<file path="config.mk">
export PLATFORM = sky130hd
export DESIGN_NAME = multi_policy_process_scheduler_core
export DESIGN_NICKNAME = d
export VERILOG_FILES = /design/src/msps_pkg.sv /design/src/msps_ram.sv /design/src/msps_pick.sv /design/src/multi_policy_process_scheduler_core.sv
export SDC_FILE = /design/constraint.sdc
export NUM_CORES = 2
export LEC_CHECK = 0
export BUFFER_PORTS_ARGS = -buffer_cell sky130_fd_sc_hd__buf_4
export CORE_UTILIZATION = 45
export DETAILED_ROUTE_END_ITERATION = 12
export PLACE_DENSITY = 0.59
export SLEW_MARGIN = 20
export SYNTH_ARGS = -nofsm -noshare
export SYNTH_HDL_FRONTEND = slang
export SYNTH_SLANG_ARGS = --single-unit
</file>
<file path="constraint.sdc">
create_clock -name aclk -period 14 [get_ports aclk]
set_input_delay 2.8 -clock aclk [delete_from_list [all_inputs] [get_ports aclk]]
set_output_delay 2.8 -clock aclk [all_outputs]
set_load 0.02 [all_outputs]
</file>
<file path="src/msps_pkg.sv">
// shared types and constants for the multi-policy scheduler
package msps_pkg;

    localparam logic [1:0] POL_SJF  = 2'd0;
    localparam logic [1:0] POL_PRIO = 2'd1;
    localparam logic [1:0] POL_RR   = 2'd2;
    localparam logic [1:0] POL_FCFS = 2'd3;

    localparam logic OP_ADD  = 1'b0;
    localparam logic OP_TICK = 1'b1;

    localparam logic [1:0] CFG_POLICY  = 2'd0;
    localparam logic [1:0] CFG_PREEMPT = 2'd1;
    localparam logic [1:0] CFG_QUANTUM = 2'd2;

    typedef struct packed {
        logic [7:0]  id;
        logic [15:0] remaining;
        logic [7:0]  priority_num;
        logic [15:0] stamp;
    } entry_t;

    typedef struct packed {
        logic clear;
        logic cand_vld;
    } pick_ctl_t;

endpackage

</file>
<file path="src/msps_ram.sv">
// generic single-port-write ram with registered read
module msps_ram #(
    parameter int WIDTH = 48,
    parameter int DEPTH = 16
) (
    input  logic                     aclk,
    input  logic                     we,
    input  logic [$clog2(DEPTH)-1:0] waddr,
    input  logic [WIDTH-1:0]         wdata,
    input  logic [$clog2(DEPTH)-1:0] raddr,
    output logic [WIDTH-1:0]         rdata
);
    logic [WIDTH-1:0] mem [DEPTH];

    always_ff @(posedge aclk) begin
        if (we) begin
            mem[waddr] <= wdata;
        end
        rdata <= mem[raddr];
    end
endmodule

</file>
<file path="src/msps_pick.sv">
// shared compare unit keeping the best candidate of a table scan
module msps_pick #(
    parameter int SLOT_W = 4
) (
    input  logic               aclk,
    input  logic               aresetn,
    input  msps_pkg::pick_ctl_t ctl,
    input  logic [15:0]        cand_key,
    input  logic [15:0]        cand_age,
    input  logic [SLOT_W-1:0]  cand_slot,
    input  msps_pkg::entry_t   cand_data,
    output logic               best_vld,
    output logic [SLOT_W-1:0]  best_slot,
    output msps_pkg::entry_t   best_data
);
    logic             best_vld_reg, best_vld_next;
    logic [15:0]      best_key_reg, best_age_reg;
    logic [SLOT_W-1:0] best_slot_reg;
    msps_pkg::entry_t best_data_reg;
    logic             take;

    // strict win only: a key tie goes to the older entry (larger age), a full tie stays with the lower slot
    assign take = ctl.cand_vld && (!best_vld_reg || cand_key < best_key_reg ||
                  (cand_key == best_key_reg && cand_age > best_age_reg));

    always_comb begin
        best_vld_next = best_vld_reg;
        if (ctl.clear) begin
            best_vld_next = 1'b0;
        end else if (take) begin
            best_vld_next = 1'b1;
        end
    end

    always_ff @(posedge aclk) begin
        if (!aresetn) begin
            best_vld_reg <= 1'b0;
        end else begin
            best_vld_reg <= best_vld_next;
        end
        if (!ctl.clear && take) begin
            best_key_reg  <= cand_key;
            best_age_reg  <= cand_age;
            best_slot_reg <= cand_slot;
            best_data_reg <= cand_data;
        end
    end

    assign best_vld  = best_vld_reg;
    assign best_slot = best_slot_reg;
    assign best_data = best_data_reg;
endmodule

</file>
<file path="src/multi_policy_process_scheduler_core.sv">
// top level of the multi-policy process scheduler
// One word in, one word out. An add scans the valid bits for the first free
// slot, one slot per cycle, and a zero-burst add goes straight to the output.
// A tick either reads the held running process or scans the whole slot ram
// through the shared compare unit, one entry per cycle. The slot ram has one
// read port, and that scan sets the tick time. No clearing pass after reset:
// slot contents are only read behind valid bits that reset clears. Input is
// not ready while a word is in work or its result waits on the output.
module multi_policy_process_scheduler_core #(
    parameter int TABLE_DEPTH = 16
) (
    input  logic        aclk,
    input  logic        aresetn,
    // configuration write port
    input  logic        cfg_we,
    input  logic [1:0]  cfg_index,
    input  logic [7:0]  cfg_data,
    // input channel
    input  logic        s_valid,
    output logic        s_ready,
    input  logic        s_opcode,
    input  logic [7:0]  s_proc_id,
    input  logic [15:0] s_proc_burst,
    input  logic [7:0]  s_proc_priority,
    // result channel
    output logic        m_valid,
    input  logic        m_ready,
    output logic [7:0]  m_run_id,
    output logic        m_completed,
    output logic [31:0] m_finish_time,
    output logic        m_all_idle,
    output logic        m_table_full
);
    localparam int SLOT_W = (TABLE_DEPTH > 1) ? $clog2(TABLE_DEPTH) : 1;
    localparam int CNT_W  = $clog2(TABLE_DEPTH + 1);
    localparam int ENT_W  = $bits(msps_pkg::entry_t);
    localparam logic [SLOT_W-1:0] LAST_SLOT = SLOT_W'(TABLE_DEPTH - 1);

    // sequencer states
    localparam logic [2:0] ST_IDLE   = 3'd0;
    localparam logic [2:0] ST_FIND   = 3'd1;
    localparam logic [2:0] ST_SCAN   = 3'd2;
    localparam logic [2:0] ST_LAST   = 3'd3;
    localparam logic [2:0] ST_PICKED = 3'd4;
    localparam logic [2:0] ST_RDWAIT = 3'd5;
    localparam logic [2:0] ST_EXEC   = 3'd6;
    localparam logic [2:0] ST_OUT    = 3'd7;

    logic [2:0] state_reg, state_next;

    // configuration
    logic [1:0] policy_reg;
    logic       preempt_reg;
    logic [7:0] quantum_reg;

    // latched input word
    logic        op_reg;
    logic [7:0]  id_reg;
    logic [15:0] burst_reg;
    logic [7:0]  prio_reg;

    // scheduler state
    logic [TABLE_DEPTH-1:0] valid_reg, valid_next;
    logic [CNT_W-1:0]  count_reg, count_next;
    logic [15:0]       stamp_reg, stamp_next;
    logic              run_vld_reg, run_vld_next;
    logic [SLOT_W-1:0] run_slot_reg, run_slot_next;
    logic [15:0]       slice_reg, slice_next;
    logic [31:0]       tick_reg, tick_next;
    logic              repick_reg, repick_next;

    // scan and current process
    logic [SLOT_W-1:0] idx_reg, idx_next;
    logic              cmp_vld_reg, cmp_vld_next;
    logic [SLOT_W-1:0] cmp_slot_reg;
    logic [SLOT_W-1:0] cur_slot_reg, cur_slot_next;
    msps_pkg::entry_t  cur_reg, cur_next;

    // output word
    logic [7:0]  o_id_reg, o_id_next;
    logic        o_fin_reg, o_fin_next;
    logic [31:0] o_time_reg, o_time_next;
    logic        o_full_reg, o_full_next;

    // ram
    logic              ram_we;
    logic [SLOT_W-1:0] ram_waddr, ram_raddr;
    msps_pkg::entry_t  ram_wdata, ram_rdata;
    logic [ENT_W-1:0]  ram_rbits;

    // compare unit
    msps_pkg::pick_ctl_t pick_ctl;
    logic [15:0]       cand_key;
    logic              best_vld;
    logic [SLOT_W-1:0] best_slot;
    msps_pkg::entry_t  best_data;

    logic [7:0]  q_eff;
    logic [15:0] rem_dec, slice_dec;
    logic        in_acc;

    assign in_acc  = s_valid && s_ready;
    assign s_ready = (state_reg == ST_IDLE);
    assign m_valid = (state_reg == ST_OUT);
    assign ram_rdata = msps_pkg::entry_t'(ram_rbits);

    msps_ram #(.WIDTH(ENT_W), .DEPTH(TABLE_DEPTH)) u_slots (
        .aclk  (aclk),
        .we    (ram_we),
        .waddr (ram_waddr),
        .wdata (ram_wdata),
        .raddr (ram_raddr),
        .rdata (ram_rbits)
    );

    // key by policy, age against the next stamp
    always_comb begin
        case (policy_reg)
            msps_pkg::POL_SJF:  cand_key = ram_rdata.remaining;
            msps_pkg::POL_PRIO: cand_key = {8'd0, ram_rdata.priority_num};
            default:            cand_key = 16'd0;
        endcase
    end

    assign pick_ctl.clear    = in_acc;
    assign pick_ctl.cand_vld = cmp_vld_reg && (state_reg == ST_SCAN || state_reg == ST_LAST);

    msps_pick #(.SLOT_W(SLOT_W)) u_pick (
        .aclk      (aclk),
        .aresetn   (aresetn),
        .ctl       (pick_ctl),
        .cand_key  (cand_key),
        .cand_age  (stamp_reg - ram_rdata.stamp),
        .cand_slot (cmp_slot_reg),
        .cand_data (ram_rdata),
        .best_vld  (best_vld),
        .best_slot (best_slot),
        .best_data (best_data)
    );

    assign q_eff     = (quantum_reg == 8'd0) ? 8'd1 : quantum_reg;
    assign rem_dec   = cur_reg.remaining - 16'd1;
    assign slice_dec = (slice_reg != 16'd0) ? slice_reg - 16'd1 : 16'd0;

    always_comb begin
        state_next    = state_reg;
        valid_next    = valid_reg;
        count_next    = count_reg;
        stamp_next    = stamp_reg;
        run_vld_next  = run_vld_reg;
        run_slot_next = run_slot_reg;
        slice_next    = slice_reg;
        tick_next     = tick_reg;
        repick_next   = repick_reg;
        idx_next      = idx_reg;
        cmp_vld_next  = 1'b0;
        cur_slot_next = cur_slot_reg;
        cur_next      = cur_reg;
        o_id_next     = o_id_reg;
        o_fin_next    = o_fin_reg;
        o_time_next   = o_time_reg;
        o_full_next   = o_full_reg;
        ram_we        = 1'b0;
        ram_waddr     = idx_reg;
        ram_wdata     = cur_reg;
        ram_raddr     = idx_reg;

        case (state_reg)
            ST_IDLE: begin
                if (in_acc) begin
                    o_id_next   = 8'd0;
                    o_fin_next  = 1'b0;
                    o_time_next = 32'd0;
                    o_full_next = 1'b0;
                    idx_next    = '0;
                    if (s_opcode == msps_pkg::OP_ADD) begin
                        // zero burst is dropped silently
                        state_next = (s_proc_burst == 16'd0) ? ST_OUT : ST_FIND;
                    end else begin
                        repick_next = (policy_reg == msps_pkg::POL_SJF ||
                                       policy_reg == msps_pkg::POL_PRIO) && preempt_reg;
                        if (repick_next) begin
                            run_vld_next = 1'b0;
                            state_next   = ST_SCAN;
                        end else if (run_vld_reg && valid_reg[run_slot_reg]) begin
                            ram_raddr     = run_slot_reg;
                            cur_slot_next = run_slot_reg;
                            state_next    = ST_RDWAIT;
                        end else begin
                            run_vld_next = 1'b0;
                            state_next   = ST_SCAN;
                        end
                    end
                end
            end
            ST_FIND: begin
                // first free slot, one per cycle
                if (!valid_reg[idx_reg]) begin
                    ram_we          = 1'b1;
                    ram_waddr       = idx_reg;
                    ram_wdata.id    = id_reg;
                    ram_wdata.remaining    = burst_reg;
                    ram_wdata.priority_num = prio_reg;
                    ram_wdata.stamp = stamp_reg;
                    valid_next[idx_reg] = 1'b1;
                    count_next = count_reg + CNT_W'(1);
                    stamp_next = stamp_reg + 16'd1;
                    state_next = ST_OUT;
                end else if (idx_reg == LAST_SLOT) begin
                    o_full_next = 1'b1;
                    state_next  = ST_OUT;
                end else begin
                    idx_next = idx_reg + SLOT_W'(1);
                end
            end
            ST_SCAN: begin
                ram_raddr    = idx_reg;
                cmp_vld_next = valid_reg[idx_reg];
                if (idx_reg == LAST_SLOT) begin
                    state_next = ST_LAST;
                end else begin
                    idx_next = idx_reg + SLOT_W'(1);
                end
            end
            ST_LAST: begin
                state_next = ST_PICKED;
            end
            ST_PICKED: begin
                if (!best_vld) begin
                    // nothing ready, idle tick
                    tick_next  = tick_reg + 32'd1;
                    state_next = ST_OUT;
                end else begin
                    cur_next      = best_data;
                    cur_slot_next = best_slot;
                    if (!repick_reg) begin
                        run_vld_next  = 1'b1;
                        run_slot_next = best_slot;
                        slice_next    = (best_data.remaining < {8'd0, q_eff}) ?
                                        best_data.remaining : {8'd0, q_eff};
                    end
                    state_next = ST_EXEC;
                end
            end
            ST_RDWAIT: begin
                cur_next   = ram_rdata;
                state_next = ST_EXEC;
            end
            ST_EXEC: begin
                o_id_next  = cur_reg.id;
                slice_next = slice_dec;
                tick_next  = tick_reg + 32'd1;
                ram_waddr  = cur_slot_reg;
                ram_wdata.remaining = rem_dec;
                if (rem_dec == 16'd0) begin
                    o_fin_next  = 1'b1;
                    o_time_next = tick_reg + 32'd1;
                    valid_next[cur_slot_reg] = 1'b0;
                    count_next   = count_reg - CNT_W'(1);
                    run_vld_next = 1'b0;
                end else begin
                    ram_we = 1'b1;
                    // round robin slice over: requeue at the tail
                    if (!repick_reg && policy_reg == msps_pkg::POL_RR &&
                        slice_dec == 16'd0) begin
                        ram_wdata.stamp = stamp_reg;
                        stamp_next   = stamp_reg + 16'd1;
                        run_vld_next = 1'b0;
                    end
                end
                state_next = ST_OUT;
            end
            ST_OUT: begin
                if (m_ready) begin
                    state_next = ST_IDLE;
                end
            end
            default: begin
                state_next = ST_IDLE;
            end
        endcase
    end

    always_ff @(posedge aclk) begin
        if (!aresetn) begin
            state_reg   <= ST_IDLE;
            policy_reg  <= msps_pkg::POL_FCFS;
            preempt_reg <= 1'b0;
            quantum_reg <= 8'd2;
            valid_reg   <= '0;
            count_reg   <= '0;
            stamp_reg   <= 16'd0;
            run_vld_reg <= 1'b0;
            run_slot_reg <= '0;
            slice_reg   <= 16'd0;
            tick_reg    <= 32'd0;
            repick_reg  <= 1'b0;
            idx_reg     <= '0;
            cmp_vld_reg <= 1'b0;
        end else begin
            state_reg   <= state_next;
            valid_reg   <= valid_next;
            count_reg   <= count_next;
            stamp_reg   <= stamp_next;
            run_vld_reg <= run_vld_next;
            run_slot_reg <= run_slot_next;
            slice_reg   <= slice_next;
            tick_reg    <= tick_next;
            repick_reg  <= repick_next;
            idx_reg     <= idx_next;
            cmp_vld_reg <= cmp_vld_next;
            if (cfg_we) begin
                case (cfg_index)
                    msps_pkg::CFG_POLICY:  policy_reg  <= cfg_data[1:0];
                    msps_pkg::CFG_PREEMPT: preempt_reg <= cfg_data[0];
                    msps_pkg::CFG_QUANTUM: quantum_reg <= cfg_data;
                    default: ;
                endcase
            end
        end
        // payload, no reset
        if (in_acc) begin
            op_reg    <= s_opcode;
            id_reg    <= s_proc_id;
            burst_reg <= s_proc_burst;
            prio_reg  <= s_proc_priority;
        end
        cmp_slot_reg <= idx_reg;
        cur_slot_reg <= cur_slot_next;
        cur_reg      <= cur_next;
        o_id_reg     <= o_id_next;
        o_fin_reg    <= o_fin_next;
        o_time_reg   <= o_time_next;
        o_full_reg   <= o_full_next;
    end

    // table_full only ever set on the add path
    assign m_run_id      = o_id_reg;
    assign m_completed   = o_fin_reg;
    assign m_finish_time = o_time_reg;
    assign m_all_idle    = (count_reg == '0);
    assign m_table_full  = o_full_reg && (op_reg == msps_pkg::OP_ADD);
endmodule
</file>
==> results.ini <==
[setup_path]
max_stage_delay_ns = 0.91
r2r_setup_slack_ns = 8.29
critPathArrivalTime_ns = 7.44
required_ns = 14.57
r2r_cells = 19
crit_slowest_cell = buf_4
start_kind = input pin
criticalPathCategory = input pin to flop
crit_chain = buf_4, nand2_1, clkinv_2, o211a_4, mux2i_4, buf_12, buf_4, mux2i_1, o22ai_1, or4_1
cp_max_fo = 141
cp-end-kind = flop
crit_top_cell = buf_4

[yosys]
ys_warn_count = 0
ys_seq_elements = 1142
ys_async_sr_fraction_pct = 0
syn_avg_cell_area_um2 = 14.9
synth_cells = 3142
syn_area_um2 = 47000
synthFlopType = edfxtp_1
syn_nets = 3259
yosysSeqAreaShare_pct = 69.5
yosysUniqueCellTypes = 83
synth_edf_count = 979

[placement]
place_hpwl_mm = 63.8
gp_congestion = 0.848
dp_slack_ns = 6.50
place.port_buffers = 92

[global_route]
grt_max_degree = 147
grt_use_total_pct = 22.2
antenna_found_initial = 2
grt_overflow = 0
first_global_vias = 27300
grt_pass1_wl_mm = 175

[route]
via_count = 27500
drc = 0
routedWlPerCell_um = 25.1
ant_nets = 0
drt-pass1-iter-count = 6
vias_per_cell = 5.83
dr.first_iter.drc_count = 2526
wl_mm = 119

[clock_tree]
insertion_delay_ns = 0.71
clockBufferDepth = 3
clkSinkCount = 1142
clk_pin_slew_ns = 0.06
cts_made_buffers = 116
cts-root-buf = clkbuf_16
htree_levels = 3
cts_tree = built
cts_resized = 0
post-cts-setup-buffer-count = 0
cts_hold_buf = 0

[layout]
final_common_cell = edfxtp_1
regMostFlops = u_slots.mem
areaGrowthSynthToFinish_pct = 13.0
largest_reg_flops = 768
num-fill-cells = 8462
mostFrequentLayoutCells = 979 x edfxtp_1, 409 x mux2i_1, 198 x o22ai_1, 163 x dfxtp_1, 140 x buf_4
nets = 3358
drive_gt1_share_pct = 13.6
multiInputGateArea_um2 = 13400
register_area_um2 = 32700

[floorplan]
fp.dieH_um = 325
ios = 93
placementRows = 118
dieArea_um2 = 106000
core_um2 = 103000
die_w_um = 325
initial_core_util_pct = 45.4

[sta]
setup_tns_ns = 0
fin_crit_ns = 6.87
finalClockSkew_ns = 0.0282
hold_viol = 0
rsz0062_at_grt = false
clock.fmax_mhz = 146
finalCritPeriodShare_pct = 49.1
relSlewSlack_pct = 21.4
worst_pin_slew_ns = 1.17
drv_slew = 0
final-setup-viol-count = 0
finalWorstSetupSlack_ns = 7.13

[power]
power-per-cell-area_nw_per_um2 = 142
internal_power_mw = 5.82
combPwrFrac_pct = 7.0
p_switching_mw = 1.73
leakagePower_nw = 20.3
p_sw_share_pct = 22.9
sequentialPowerShare_pct = 51.4
clockPowerShare_pct = 41.6
ir_worst_vdd_mv = 0.0960

[outcome]
status = complete, no violations

[hold_path]
whs_path_depth = 0
min_path_type = flop to flop

[job]
maxCapViolCount = 0

final timing paths:
check,from,endpoint
max,s_valid,u_slots.rdata[42]
min,cmp_slot_reg[2],u_pick.best_slot[2]
max reg2reg,stamp_reg[0],u_pick.best_data[32]
min reg2reg,cmp_slot_reg[2],u_pick.best_slot[2]
worst max-delay path, delay by kind of cell:
family,cells,cell delay [ns]
buffers and inverters,4,2.51
AO/OA/AOI/OAI,2,0.60
AND/OR/NAND/NOR,2,0.75
multiplexers,2,0.48
logic make-up after synthesis:
logic type                 Yosys count  synth area share (%)
and+or+nand+nor                    615                  6.89
xor gates and xnor gates            77                  1.44
AOI/OAI and AO/OA                  510                  6.94
muxes                              489                  10.8
adders and majority gates           69                  1.87
DFF                               1142                  69.5
buffers and inverters              240                  2.51
final cells by class:
class / instances / area share, %
inverter: 77 / 0.547
sequential: 1142 / 61.5
antenna: 1 / 0.00471
multi-input combinational: 1760 / 25.2
timing repair buffer: 144 / 2.08
clock inverter: 73 / 1.43
tap: 1380 / 3.25
clock buffer: 148 / 5.94
metal layers:
metal / share of wire (%) / global-route usage, %
met5: 0 / 0
met4: 2.5 / 6.69
met3: 5.7 / 3.09
met2: 48 / 36.9
met1: 44 / 30.4
Yosys cell counts, drive strengths merged (5+ instances only):
| cell | instances | share of area (%) |
|---|---|---|
| or3 | 30 | 0.40 |
| nor2 | 147 | 1.2 |
| xor2 | 42 | 0.78 |
| dfxtp | 163 | 6.9 |
| and2 | 19 | 0.25 |
| o311ai | 14 | 0.28 |
| nand4 | 29 | 0.39 |
| nand2b | 21 | 0.28 |
| ha | 67 | 1.8 |
| nor2b | 16 | 0.21 |
| edfxtp | 979 | 63 |
| o41ai | 6 | 0.11 |
| o31ai | 11 | 0.18 |
| o211ai | 21 | 0.36 |
| nand3 | 39 | 0.42 |
| nor3b | 8 | 0.14 |
| a31oi | 19 | 0.31 |
| a211oi | 8 | 0.14 |
| nor3 | 32 | 0.35 |
| mux4 | 8 | 0.38 |
| a21oi | 86 | 0.94 |
| inv | 77 | 0.62 |
| nand3b | 9 | 0.14 |
| buf | 89 | 1.3 |
| or2 | 11 | 0.15 |
| a21o | 12 | 0.19 |
| o22ai | 198 | 2.6 |
| or4 | 59 | 0.95 |
| nand2 | 137 | 1.1 |
| nor4b | 6 | 0.13 |
| a311oi | 5 | 0.093 |
| clkbuf | 74 | 0.59 |
| mux2 | 71 | 1.7 |
| o21ai | 91 | 0.97 |
| xnor2 | 35 | 0.65 |
| mux2i | 410 | 8.7 |
| o21a | 10 | 0.16 |
| and3 | 24 | 0.32 |
| nor4 | 19 | 0.30 |
metrics by stage:
step | cells | total power [mW] | hold WS [ns] | area (um^2) | util [%]
5_1_grt | 4725 | 7.80 | 0.423 | 53100 | 51.3
4_1_cts | 4722 | 7.61 | 0.411 | 53000 | 51.3
2_1_floorplan | 3142 | 4.26 | 0.329 | 47000 | -
3_3_place_gp | 4501 | 4.47 | 0.388 | 49100 | 47.5
6_report | 4725 | 7.56 | 0.409 | 53100 | 51.3
3_5_place_dp | 4501 | 4.49 | 0.394 | 49100 | 47.5
power by group through the flow:
stage          Sequential (mW)  Combinational (mW)  Clock, mW
5_1_grt                   3.89               0.576       3.33
4_1_cts                   3.89               0.533       3.20
2_1_floorplan             3.94               0.322          0
3_5_place_dp              3.96               0.531          0
6_report                  3.88               0.532       3.14
3_3_place_gp              3.96               0.518          0
Note: power is estimated with default switching activity, not from simulation.
